[config.mk]
export PLATFORM = sky130hd
export DESIGN_NAME = sphv_idx
export DESIGN_NICKNAME = d
export VERILOG_FILES = /design/src/rtl/sphv_pkg.sv /design/src/rtl/sphv_idx.sv
export SDC_FILE = /design/constraint.sdc
export NUM_CORES = 1
export LEC_CHECK = 0
export BUFFER_PORTS_ARGS = -buffer_cell sky130_fd_sc_hd__buf_4
export CAP_MARGIN = 25
export CORE_MARGIN = 2
export CORE_UTILIZATION = 50
export DETAILED_ROUTE_END_ITERATION = 8
export PLACE_DENSITY_LB_ADDON = 0.3
export REMOVE_ABC_BUFFERS = 1
export SLEW_MARGIN = 0
export SYNTH_ARGS = -nofsm -noshare
export SYNTH_HDL_FRONTEND = slang
export SYNTH_SLANG_ARGS = --single-unit
[constraint.sdc]
create_clock -name clk -period 6.9 [get_ports clk]
set_input_delay 0.345 -clock clk [delete_from_list [all_inputs] [get_ports clk]]
set_output_delay 0.345 -clock clk [all_outputs]
set_load 0.005 [all_outputs]
[src/rtl/sphv_pkg.sv]
// Shared types, constants and tables of the UV sphere vertex generator.
// No dependencies; every other file in rtl/ imports this package.
`default_nettype none

package sphv_pkg;

  localparam int COUNT_BITS_DEF = 8;
  localparam int COORD_BITS_DEF = 16;

  localparam int PHASE_BITS       = 32;
  localparam int CORDIC_BITS      = 32;
  localparam int CORDIC_STEPS     = 24;
  localparam int CORDIC_PER_STAGE = 2;
  localparam int DIV_PER_STAGE    = 4;
  localparam int TRI_BITS         = 16;
  localparam int CFG_INDEX_BITS   = 1;

  localparam logic signed [CORDIC_BITS-1:0] CORDIC_GAIN_INV = 32'sd652032874;

  localparam logic [CFG_INDEX_BITS-1:0] REG_STACK_COUNT  = 1'd0;
  localparam logic [CFG_INDEX_BITS-1:0] REG_SECTOR_COUNT = 1'd1;

  typedef enum logic [1:0] {QUAD_0, QUAD_90, QUAD_180, QUAD_270} quad_t;

  typedef struct packed {
    logic                has_triangles;
    logic [TRI_BITS-1:0] tri_a0;
    logic [TRI_BITS-1:0] tri_a1;
    logic [TRI_BITS-1:0] tri_a2;
    logic [TRI_BITS-1:0] tri_b0;
    logic [TRI_BITS-1:0] tri_b1;
    logic [TRI_BITS-1:0] tri_b2;
    logic                index_error;
  } tri_info_t;

  function automatic logic signed [CORDIC_BITS-1:0] atan_turn(input int k);
    logic signed [CORDIC_BITS-1:0] a;
    case (k)
      0:  a = 32'sd536870912;
      1:  a = 32'sd316933406;
      2:  a = 32'sd167458907;
      3:  a = 32'sd85004756;
      4:  a = 32'sd42667331;
      5:  a = 32'sd21354465;
      6:  a = 32'sd10679838;
      7:  a = 32'sd5340245;
      8:  a = 32'sd2670163;
      9:  a = 32'sd1335087;
      10: a = 32'sd667544;
      11: a = 32'sd333772;
      12: a = 32'sd166886;
      13: a = 32'sd83443;
      14: a = 32'sd41722;
      15: a = 32'sd20861;
      16: a = 32'sd10430;
      17: a = 32'sd5215;
      18: a = 32'sd2608;
      19: a = 32'sd1304;
      20: a = 32'sd652;
      21: a = 32'sd326;
      22: a = 32'sd163;
      23: a = 32'sd81;
      default: a = '0;
    endcase
    return a;
  endfunction

endpackage

`default_nettype wire

[src/rtl/sphv_idx.sv]
// Triangle index and range check logic, delayed to line up with the
// position pipeline. Depends on sphv_pkg for the result struct.
`default_nettype none

module sphv_idx
  import sphv_pkg::*;
#(
  parameter int NB    = COUNT_BITS_DEF,
  parameter int DELAY = 4
) (
  input  wire logic          clk,
  input  wire logic          en,
  input  wire logic [NB-1:0] si,
  input  wire logic [NB-1:0] sj,
  input  wire logic [NB-1:0] ns,
  input  wire logic [NB-1:0] nc,
  output tri_info_t          info
);

  logic [31:0]         prod;
  logic [TRI_BITS-1:0] first, second;
  logic                err, tri_ok;
  tri_info_t           info_in;
  tri_info_t           pipe [DELAY];

  assign prod   = 32'(si) * (32'(nc) + 32'd1) + 32'(sj);
  assign first  = prod[TRI_BITS-1:0];
  assign second = first + TRI_BITS'(nc) + TRI_BITS'(1);
  assign err    = (si > ns) || (sj > nc);
  assign tri_ok = !err && (si < ns) && (sj < nc);

  always_comb begin
    info_in               = '0;
    info_in.index_error   = err;
    info_in.has_triangles = tri_ok;
    if (tri_ok) begin
      info_in.tri_a0 = first;
      info_in.tri_a1 = second;
      info_in.tri_a2 = first + TRI_BITS'(1);
      info_in.tri_b0 = second;
      info_in.tri_b1 = second + TRI_BITS'(1);
      info_in.tri_b2 = first + TRI_BITS'(1);
    end
  end

  for (genvar g = 0; g < DELAY; g++) begin : g_delay
    if (g == 0) begin : g_first
      always_ff @(posedge clk) begin
        if (en) pipe[g] <= info_in;
      end
    end else begin : g_next
      always_ff @(posedge clk) begin
        if (en) pipe[g] <= pipe[g-1];
      end
    end
  end

  assign info = pipe[DELAY-1];

endmodule

`default_nettype wire

==> metrics <==
largest net degree at the start of global routing=~220; run status=completed; CTS tree=done; HPWL after DPL=14200 um; Placer Congestion=between 0.8 and 0.9; Top delay family on crit path=adder cells; RSZ-0062 raised after global routing=false; Final Non-Filler Cells=around 1400; Routed WL=between 15000 and 20000 um; Crit Path Max Fanout=11; hold bufs inserted after CTS=0; Post-synth EDFFs=264; Avg Synthesized Cell Area=~14 um2; clock root buffer=clkbuf_16; Hold Vio Cnt, Final=0; crit-path cells=buf_4, ha_1, nand2_1, nor2_1, xnor2_1, and2_1, fa_1, fa_1, inv_1, fa_1, fa_1, inv_1, ha_1, xnor2_1, ha_1, or3b_2, o21ai_0, a311oi_1, or4_4, nor4_2, o211ai_1, a2111oi_0, nor3b_1; Total GRT Usage=0.151; via count=between 6000 and 7000; Seq cells post-synth=about 260; CTS H-Tree Depth=1; utilization after layout=0.591; chip height=around 160 um; Site Rows=58; clock transition at the registers of the reported paths=around 0.070 ns; gr busiest metal=met2; CP arrival=roughly 6.4 ns; Clk Latency, worst-skew pair=0.50 ns; reg2reg path depth=0; Post-Syn Instances=894; Final Slew Violations=0; Tcrit/Tclk final=0.900; Worst Hold Class=in -> reg; crit-path max cell delay=about 0.6 ns; Max Cap Viol=0; warning count from the yosys run=0; vias per inst=between 4 and 5; power density over the cells=roughly 450 nW/um2; actual slew at the worst max-slew pin=around 1.1 ns; Post-CTS Resized=0; initial core utilization=0.508; Crit Path Class=in -> reg; Slew Limit Headroom=0.295; Peak VDD IR=approximately 0.31 mV; CP Launch Point=nc[0]; met1 Resource Use GR=0.213; Detail Route Antenna Nets=0; Post-Place Cells=1331; Setup-failing EPs final=0; IO Port Bufs=131; DR iter-0 viols=about 410; Setup TNS=0 ns; CORE AREA=between 20000 and 30000 um2; Fmax=approximately 160 MHz; # Post-CTS Setup Buffers=0; Reg with most FFs=pipe; I/O pin total=132; synth unique cells=between 60 and 70; # DRC=0; total CTS buffers=24; wire per inst=14.3 um; vias in the first global route=6534; antenna violations before repair=0; CP Depth=23; Worst R2R End=pipe[1][58]; Static Leakage=0.00593 uW; Cell Area, Synth=around 13000 um2; Die W=between 150 and 200 um; CP max-delay cell=or4_4; Max clock buf depth=3; GRT met3 Usage=0.0215; R2R Path Start=pipe[0][58]; sequential fraction of the synthesis area=0.622; Setup crit start kind=primary input; Async SR Flop Fraction=0; diode count=0; final worst path period need=6.21 ns; Worst Setup End Kind=register; Critical Path Most Common Cell=fa_1; r2r setup slk=6.23 ns; Clock Sinks=approximately 260; grt ovf=0; die footprint=about 27000 um2; TritonRoute pass-1 iters=5; Worst Clk Skew=slightly below 0.008 ns; Critical Path RT=between 7 and 8 ns; main flop type after synthesis=edfxtp_1; share of layout cells above drive strength 1=0.192; first-pass GRT wire length=roughly 32000 um; met2 usage=0.248; Final nets=around 1200; CP bufs+invs=3; Area growth syn-to-layout=16.3%; max FFs per register=264; Top Registers=pipe: 264 flops; CP endpoint=pipe[0][31]
-- stage by stage --
stage	hold slack [ns]	setup slack (ns)	instance area, um2	power, uW
after floorplan	0.400	0.385	12500	4560
after global placement	0.402	0.337	14000	5280
after detailed placement	0.405	0.204	14000	5330
after CTS	0.247	0.712	14800	6680
after global routing	0.258	0.317	14800	7140
final	0.255	0.693	14800	6630
-- worst min-delay path by stage --
stage	start	endpoint	slack [ns]	cells past startpoint
final	en	pipe[1][0]	0.26	1
after global routing	en	pipe[2][49]	0.26	1
after CTS	en	pipe[1][0]	0.25	1
after detailed placement	pipe[0][27]	pipe[1][27]	0.40	0
after global placement	pipe[0][85]	pipe[1][85]	0.40	0
after floorplan	pipe[0][0]	pipe[1][0]	0.40	0
-- area by class of cell --
cell class / instances / area, um2
Tap cell: 330 / 413
Fill cell: 1996 / 10300
Sequential cell: 264 / 7930
Clock buffer: 31 / 648
Clock inverter: 13 / 166
Inverter: 104 / 390
Multi-Input combinational cell: 487 / 4170
Timing Repair Buffer: 146 / 1120
-- cells in the final DEF, fill, tap and decap left out, types with 7 or more instances in the layout --
master and n:
buf_4 144, o211ai_1 7, xor2_1 17, nand3_1 10, nor2_1 64, and2_1 48
nand2_1 39, edfxtp_1 264, fa_1 50, clkbuf_16 25, a21o_1 12, nor2b_1 9
nand4_1 7, ha_1 63, nor3_1 16, o21ai_0 20, xnor2_1 31, inv_1 104
a21oi_1 16
-- cells by family after synthesis --
group / Yosys count / share of synthesized area
AO/OA/AOI/OAI: 94 / 0.0547
buffers and inverters: 143 / 0.0515
multiplexers: 2 / 0.00196
adder cells (fa/ha/maj): 113 / 0.140
AND/OR/NAND/NOR: 229 / 0.0957
XOR/XNOR: 49 / 0.0342
flip-flops: 264 / 0.622
-- routing by layer --
metal / routed length (um) / share of wire / up-vias
met5: 0 / 0 / -
met4: 370 / 0.019 / 0
met3: 899 / 0.046 / 25
met2: 9340 / 0.47 / 151
met1: 9110 / 0.46 / 3177
li1: - / - / 3400
-- synthesized netlist by cell type (4+ instances only) --
library cell  number  share of area
and2_1            48          0.024
edfxtp_1         264           0.62
a21oi_1           16         0.0063
nor2b_1            9         0.0044
a211oi_1           4         0.0024
xor2_1            17          0.012
nor3b_1            6         0.0035
o211ai_1           7         0.0041
buf_4             32          0.019
or3_1              4         0.0020
inv_1            104          0.031
nor3_1            16         0.0063
fa_1              50          0.078
a21o_1            12         0.0071
nand2_1           39          0.011
nand3_1           10         0.0039
nor2_1            64          0.019
clkbuf_1           7         0.0021
nor4_1             5         0.0025
nand2b_1           5         0.0025
xnor2_1           31          0.021
o21ai_0           20         0.0078
o21a_1             6         0.0035
nand4_1            7         0.0034
ha_1              63          0.062
-- report_power, final --
part	total [uW]	switching [uW]	internal, uW
registers	2310	79.6	2230
clock network	1330	518	814
logic	2980	1750	1230
Power figures use the tool's default switching activity.
