File: config.mk
export PLATFORM = sky130hd
export DESIGN_NAME = sphv_div
export DESIGN_NICKNAME = d
export VERILOG_FILES = /design/src/rtl/sphv_pkg.sv /design/src/rtl/sphv_div.sv
export SDC_FILE = /design/constraint.sdc
export NUM_CORES = 1
export LEC_CHECK = 0
export BUFFER_PORTS_ARGS = -buffer_cell sky130_fd_sc_hd__buf_4
export CAP_MARGIN = 10
export CELL_PAD_IN_SITES_DETAIL_PLACEMENT = 2
export CELL_PAD_IN_SITES_GLOBAL_PLACEMENT = 2
export CORE_ASPECT_RATIO = 0.9
export CORE_MARGIN = 2
export CORE_UTILIZATION = 38
export DETAILED_ROUTE_END_ITERATION = 8
export PLACE_DENSITY = 0.82
export REMOVE_ABC_BUFFERS = 1
export SYNTH_ARGS = -nofsm -noshare
export SYNTH_HDL_FRONTEND = slang
export SYNTH_SLANG_ARGS = --single-unit
File: constraint.sdc
create_clock -name clk -period 11.4 [get_ports clk]
set_input_delay 1.71 -clock clk [delete_from_list [all_inputs] [get_ports clk]]
set_output_delay 1.71 -clock clk [all_outputs]
set_load 0.02 [all_outputs]
File: src/rtl/sphv_pkg.sv
// Shared types, constants and tables of the UV sphere vertex generator.
// No dependencies; every other file in rtl/ imports this package.
`default_nettype none

package sphv_pkg;

  localparam int COUNT_BITS_DEF = 8;
  localparam int COORD_BITS_DEF = 16;

  localparam int PHASE_BITS       = 32;
  localparam int CORDIC_BITS      = 32;
  localparam int CORDIC_STEPS     = 24;
  localparam int CORDIC_PER_STAGE = 2;
  localparam int DIV_PER_STAGE    = 4;
  localparam int TRI_BITS         = 16;
  localparam int CFG_INDEX_BITS   = 1;

  localparam logic signed [CORDIC_BITS-1:0] CORDIC_GAIN_INV = 32'sd652032874;

  localparam logic [CFG_INDEX_BITS-1:0] REG_STACK_COUNT  = 1'd0;
  localparam logic [CFG_INDEX_BITS-1:0] REG_SECTOR_COUNT = 1'd1;

  typedef enum logic [1:0] {QUAD_0, QUAD_90, QUAD_180, QUAD_270} quad_t;

  typedef struct packed {
    logic                has_triangles;
    logic [TRI_BITS-1:0] tri_a0;
    logic [TRI_BITS-1:0] tri_a1;
    logic [TRI_BITS-1:0] tri_a2;
    logic [TRI_BITS-1:0] tri_b0;
    logic [TRI_BITS-1:0] tri_b1;
    logic [TRI_BITS-1:0] tri_b2;
    logic                index_error;
  } tri_info_t;

  function automatic logic signed [CORDIC_BITS-1:0] atan_turn(input int k);
    logic signed [CORDIC_BITS-1:0] a;
    case (k)
      0:  a = 32'sd536870912;
      1:  a = 32'sd316933406;
      2:  a = 32'sd167458907;
      3:  a = 32'sd85004756;
      4:  a = 32'sd42667331;
      5:  a = 32'sd21354465;
      6:  a = 32'sd10679838;
      7:  a = 32'sd5340245;
      8:  a = 32'sd2670163;
      9:  a = 32'sd1335087;
      10: a = 32'sd667544;
      11: a = 32'sd333772;
      12: a = 32'sd166886;
      13: a = 32'sd83443;
      14: a = 32'sd41722;
      15: a = 32'sd20861;
      16: a = 32'sd10430;
      17: a = 32'sd5215;
      18: a = 32'sd2608;
      19: a = 32'sd1304;
      20: a = 32'sd652;
      21: a = 32'sd326;
      22: a = 32'sd163;
      23: a = 32'sd81;
      default: a = '0;
    endcase
    return a;
  endfunction

endpackage

`default_nettype wire

File: src/rtl/sphv_div.sv
// Pipelined restoring divider: (num << SH) / den, low 32 quotient bits.
// Depends on sphv_pkg; four quotient bits are resolved in each stage.
`default_nettype none

module sphv_div
  import sphv_pkg::*;
#(
  parameter int NB = COUNT_BITS_DEF,
  parameter int SH = 32,
  parameter int NS = (COUNT_BITS_DEF + 32 + DIV_PER_STAGE - 1) / DIV_PER_STAGE
) (
  input  wire logic                  clk,
  input  wire logic                  en,
  input  wire logic [NB-1:0]         num,
  input  wire logic [NB-1:0]         den,
  output logic      [PHASE_BITS-1:0] quo
);

  localparam int PW = NS * DIV_PER_STAGE;

  logic [NB-1:0]         rem [NS];
  logic [PW-1:0]         dv  [NS];
  logic [PHASE_BITS-1:0] qt  [NS];

  for (genvar g = 0; g < NS; g++) begin : g_stage
    logic [NB-1:0]         r_i, r_o;
    logic [PW-1:0]         d_i, d_o;
    logic [PHASE_BITS-1:0] q_i, q_o;

    if (g == 0) begin : g_first
      assign r_i = '0;
      assign d_i = PW'({num, {SH{1'b0}}});
      assign q_i = '0;
    end else begin : g_next
      assign r_i = rem[g-1];
      assign d_i = dv[g-1];
      assign q_i = qt[g-1];
    end

    always_comb begin : p_step
      logic [NB:0] t;
      r_o = r_i;
      d_o = d_i;
      q_o = q_i;
      for (int b = 0; b < DIV_PER_STAGE; b++) begin
        t   = {r_o, d_o[PW-1]};
        d_o = {d_o[PW-2:0], 1'b0};
        if (t >= {1'b0, den}) begin
          t   = t - {1'b0, den};
          q_o = {q_o[PHASE_BITS-2:0], 1'b1};
        end else begin
          q_o = {q_o[PHASE_BITS-2:0], 1'b0};
        end
        r_o = t[NB-1:0];
      end
    end

    always_ff @(posedge clk) begin
      if (en) begin
        rem[g] <= r_o;
        dv[g]  <= d_o;
        qt[g]  <= q_o;
      end
    end
  end

  assign quo = qt[NS-1];

endmodule

`default_nettype wire

==> run_results.csv, run 1 <==
group,metric,value,unit
status,status,"complete, no violations",
synth,syn_avg_cell_area,9.605,um^2
synth,synth-main-ff-cell,"edfxtp_1",
floorplanning,fp.coreArea,57120,um^2
routing,drc,0,
run,max_cap_violations,0,
placement,port_buffers,49,
clocking,cts_setup_buffers,0,
timing,setup_viol,0,
setup_path,ff2ff_path_depth,32,
setup_path,critPathMaxStageDelay,690,ps
synth,ys_warn_count,0,
timing,period_needed,10720,ps
final_layout,fin_nets,2688,
timing,maxSlewHeadroom,25.35,%
setup_path,critPathSlowestCell,"a211oi_1",
timing,fin_skew,24.87,ps
global_route,grt_max_degree,88,
routing,ant_nets,0,
global_route,grt-ovfl-total,0,
routing,first_pass_iters,5,
setup_path,r2r_slack,1970,ps
clocking,clock_latency,610,ps
global_route,antenna_found_initial,2,
timing,tightest_slew,1120,ps
hold_path,holdPathStages,0,
hold_path,min_from,"qt[8][14]",
routing,wl_per_cell,23.70,um
placement,dpl-instance-area,23410,um^2
routing,viasPerCell,5.911,
clocking,hold_buffers,0,
floorplanning,io_pins,50,
timing,max_freq,93.33,MHz
routing,routed_wirelength,74.67,mm
clocking,cts_resized,0,
timing,setup-tns-final,0,ps
synth,synth_cells,2285,
global_route,track_usage,25.08,%
setup_path,worstPathMaxFanout,13,
clocking,cts_root_buf,"clkbuf_16",
synth,synth_edf_count,220,
clocking,cts_sinks,220,
hold_path,min_to,"qt[9][18]",
synth,synth_seq_area_share,30.10,%
clocking,cts_made_buffers,29,
routing,dr.first_iter.drc_count,813,
synth,synth-async-reset-ratio,0,%
final_layout,diodes,0,
final_layout,syn2layout_area_growth,11.05,%
setup_path,start_kind,"input port",
setup_path,r2r_end,"rem[5][2]",
global_route,grt_pass1_vias,21310,
setup_path,endpoint_kind,"flip-flop",
setup_path,worst_ep_arrival_time,11060,ps
timing,finalHoldViolCount,0,
clocking,cts_buffer_depth,3,
floorplanning,die_h,232,um
placement,dp_hpwl,56.04,mm
floorplanning,die_area,59700,um^2
global_route,grt_pass1_wl,119.5,mm
placement,dp_slack,220.1,ps
synth,yosys.cell_types.count,93,
timing,slew_viol_final,0,
timing,rsz0062_at_grt,"false",
floorplanning,fp.dieW,257.3,um
clocking,cts.htree.levels,1,
clocking,cts_tree,"built",
hold_path,hold_path_class,"flip-flop to flip-flop",
final_layout,drive_above_1_share,14.71,%
synth,ys_ff_latch,220,
synth,syn_area,21950,um^2
routing,via_count,18630,
floorplanning,num_rows,83,
clocking,path_clk_slew,60,ps
setup_path,worstSetupPathType,"input port to flip-flop",
final_layout,final_design_area_no_fill,24370,um^2
timing,fin_ws,684.9,ps
timing,holdWs,416.4,ps
setup_path,crit_top_cell,"a21oi_1",
placement,gp_congestion,0.8538,
setup_path,critPathRequiredTime,11740,ps
timing,final.period_utilization,93.99,%
floorplanning,start_util,38.43,%
setup_path,reg2reg_from,"rem[4][5]",
-- layer usage --
metal / up-vias / part of all wire [%] / GRT usage (%)
li1: 8737 / - / -
met1: 9389 / 43 / 30.24
met2: 327 / 49 / 44.99
met3: 173 / 3.4 / 3.351
met4: 0 / 4.0 / 10.26
met5: - / 0 / 0
-- worst max path at each step --
stage / slack, ps / depth (start not counted) / endpoint / startpoint
2_1_floorplan: 250 / 37 / rem[1][1] / den[1]
3_3_place_gp: 460 / 32 / rem[3][5] / den[6]
3_5_place_dp: 220 / 35 / rem[5][2] / den[1]
4_1_cts: 740 / 35 / rem[5][7] / den[1]
5_1_grt: 30 / 38 / rem[1][6] / den[6]
6_report: 680 / 34 / rem[5][2] / den[6]
-- synth_stat cells, types with 12 or more instances --
library cell | count | share of area (%)
a21o_1 | 33 | 1.1
nand3_1 | 23 | 0.52
nor3_1 | 64 | 1.5
o21a_1 | 61 | 2.1
a211oi_1 | 24 | 0.82
or2_2 | 29 | 0.83
and3_1 | 12 | 0.34
buf_2 | 12 | 0.27
xor2_1 | 53 | 2.1
ha_1 | 290 | 17
or3_1 | 21 | 0.60
xnor2_1 | 119 | 4.7
nor2b_1 | 69 | 2.0
edfxtp_1 | 220 | 30
a31oi_1 | 15 | 0.43
mux2i_1 | 35 | 1.6
and2_1 | 17 | 0.48
o21bai_1 | 17 | 0.58
nand2_1 | 114 | 1.9
o21ai_0 | 144 | 3.3
nand2b_1 | 48 | 1.4
nor2_1 | 198 | 3.4
inv_1 | 93 | 1.6
clkbuf_1 | 16 | 0.27
nand4_1 | 20 | 0.57
fa_1 | 15 | 1.4
o31ai_1 | 14 | 0.48
mux2_2 | 143 | 7.3
a21oi_1 | 163 | 3.7
a21boi_0 | 15 | 0.51
-- registers in the layout, indices dropped and copies added, names as in the netlist --
name  cells
dv        4
rem      72
qt      144
-- kinds of logic (layout without fill, tap and decap cells) --
family / Yosys count / after routing / share of synthesized area [%]
and+or+nand+nor: 653 / 653 / 14.95
AOI/OAI and AO/OA: 614 / 614 / 18.52
adders and majority gates: 305 / 305 / 17.90
DFF: 220 / 220 / 30.10
muxes: 181 / 181 / 9.138
xor gates and xnor gates: 172 / 172 / 6.864
buffers and inverters: 140 / 241 / 2.531
-- layout make-up --
| cell class | instances | area, um^2 |
|---|---|---|
| tap | 765 | 957.2 |
| inverter | 104 | 395.4 |
| fill | 6178 | 32740 |
| clock inverter | 16 | 206.4 |
| sequential | 220 | 6606 |
| clock buffer | 36 | 752.0 |
| multi-input combinational | 1925 | 14800 |
| timing repair buffer | 85 | 658.1 |
-- stage by stage --
step           utilization (%)  instances
2_1_floorplan                -       2249
3_3_place_gp             40.99       3099
3_5_place_dp             40.99       3099
4_1_cts                  42.67       3151
5_1_grt                  42.67       3151
6_report                 42.67       3151
-- critical path, delay by kind of cell --
kind                     cells  cell delay, ps
multiplexers                 3            1130
adder cells (fa/ha/maj)      4            1490
AO/OA/AOI/OAI               19            4520
AND/OR/NAND/NOR              5            1510
buffers and inverters        3             710
-- placed cells by master (no fill, tap or decap), types with 33 or more instances in the layout --
cell      instances
a21o_1           33
a21oi_1         163
buf_4            83
edfxtp_1        220
ha_1            290
inv_1            86
mux2_2          143
mux2i_1          35
nand2_1         114
nand2b_1         48
nor2_1          197
nor2b_1          69
nor3_1           64
o21a_1           61
o21ai_0         142
xnor2_1         119
xor2_1           53
Power of run 1 is not shown: default switching activity piles up to over one toggle a cycle in this logic, so the estimate is an artifact.
==> run 2, diff against run 1 <==
Settings changed: CORE_UTILIZATION 38 to 40.
Clock period 11.4 ns to 13.4 ns, I/O delays scaled along.
==> run_results.csv, run 2 (synthesis results as in run 1) <==
group,metric,value,unit
status,status,"complete, no violations",
setup_path,endpoint_kind,"flip-flop",
global_route,grt_pass1_vias,20820,
final_layout,final_common_cell,"ha_1",
clocking,cts_buffer_depth,3,
global_route,grt_pass1_wl,115.7,mm
routing,via_count,18410,
routing,ant_nets,0,
floorplanning,die_area,56760,um^2
final_layout,largest_register_ffs,144,
floorplanning,start_util,40.40,%
clocking,cts_tree,"built",
floorplanning,num_rows,81,
timing,period_needed,11570,ps
timing,max_freq,86.41,MHz
final_layout,n_fill_cell,5835,
timing,maxSlewHeadroom,24.49,%
clocking,path_clk_slew,60,ps
timing,rsz0062_at_grt,"false",
placement,dp_hpwl,53.91,mm
timing,setup_viol,0,
placement,dp_slack,1286,ps
routing,first_pass_iters,5,
setup_path,worstPathMaxFanout,46,
setup_path,critPathSlowestCell,"buf_4",
clocking,cts.htree.levels,1,
routing,viasPerCell,5.976,
clocking,cts_sinks,220,
clocking,cts_resized,0,
timing,final.period_utilization,86.37,%
setup_path,start_kind,"input port",
timing,fin_skew,39.21,ps
floorplanning,die_h,226.2,um
final_layout,top_register,"qt",
clocking,clock_latency,610,ps
final_layout,final_cells,3081,
final_layout,mostFrequentLayoutCells,"290 x ha_1, 220 x edfxtp_1, 197 x nor2_1, 163 x a21oi_1, 144 x o21ai_0",
timing,fin_ws,1827,ps
final_layout,multi_input_area,14800,um^2
global_route,track_usage,25.58,%
setup_path,worstSetupPathType,"input port to flip-flop",
placement,place_inst,3025,
clocking,hold_buffers,0,
timing,finalHoldViolCount,0,
final_layout,drive_above_1_share,14.52,%
floorplanning,fp.dieW,250.9,um
timing,setup-tns-final,0,ps
setup_path,critPathMaxStageDelay,550,ps
timing,slew_viol_final,0,
floorplanning,fp.coreArea,54320,um^2
final_layout,syn2layout_area_growth,10.77,%
final_layout,regArea,6606,um^2
setup_path,crit_top_cell,"o21ai_0",
routing,dr.first_iter.drc_count,937,
final_layout,utilization,44.76,%
placement,port_buffers,49,
timing,tightest_slew,1130,ps
clocking,cts_setup_buffers,0,
final_layout,reg_top3,"qt (144), rem (72), dv (4)",
global_route,antenna_found_initial,1,
clocking,cts_root_buf,"clkbuf_16",
setup_path,worst_ep_arrival_time,11930,ps
run,max_cap_violations,0,
placement,gp_congestion,0.8457,
clocking,cts_made_buffers,30,
routing,drc,0,
global_route,grt_max_degree,80,
floorplanning,io_pins,50,
final_layout,diodes,0,
hold_path,hold_path_class,"flip-flop to flip-flop",
routing,wl_per_cell,23.67,um
setup_path,critPathRequiredTime,13750,ps
routing,routed_wirelength,72.92,mm
setup_path,r2r_slack,3350,ps
global_route,grt-ovfl-total,0,
final_layout,fin_nets,2675,
-- run 2: area by class of cell --
cell class / count / share of cell area [%]
Tap cell: 705 / 3.628
Clock inverter: 24 / 1.281
Sequential cell: 220 / 27.17
Inverter: 104 / 1.606
Multi-Input combinational cell: 1925 / 60.87
Clock buffer: 32 / 3.119
Timing Repair Buffer: 71 / 2.326
-- run 2: metrics by stage --
stage	hold WS (ps)	area, um^2
finish	417.8	24310
CTS	414.7	24310
detailed placement	405.2	23240
global route	422.9	24310
global placement	401.1	23240
floorplan	400.3	21780
-- run 2: critical path, delay by kind of cell --
kind                       cells  cell delay (ps)
AOI/OAI and AO/OA             18             4970
adders and majority gates      4             1280
buffers and inverters          5             1110
muxes                          3             1210
and+or+nand+nor                9             1270
-- run 2: metal layers --
metal,up-vias,track usage [%],wire [um]
met1,9285,30.59,31270
met4,0,8.698,2381
li1,8702,-,-
met2,294,47.37,36950
met5,-,0,0
met3,132,3.089,2311
-- run 2: path summary, 6_finish.rpt --
check	from	endpoint	cells past startpoint
worst max-delay path	den[0]	rem[1][3]	39
worst min-delay path	qt[8][15]	qt[9][19]	0
worst max register to register	rem[6][1]	rem[7][1]	35
worst min register to register	qt[8][15]	qt[9][19]	0
Power of run 2 is left out for the same reason.
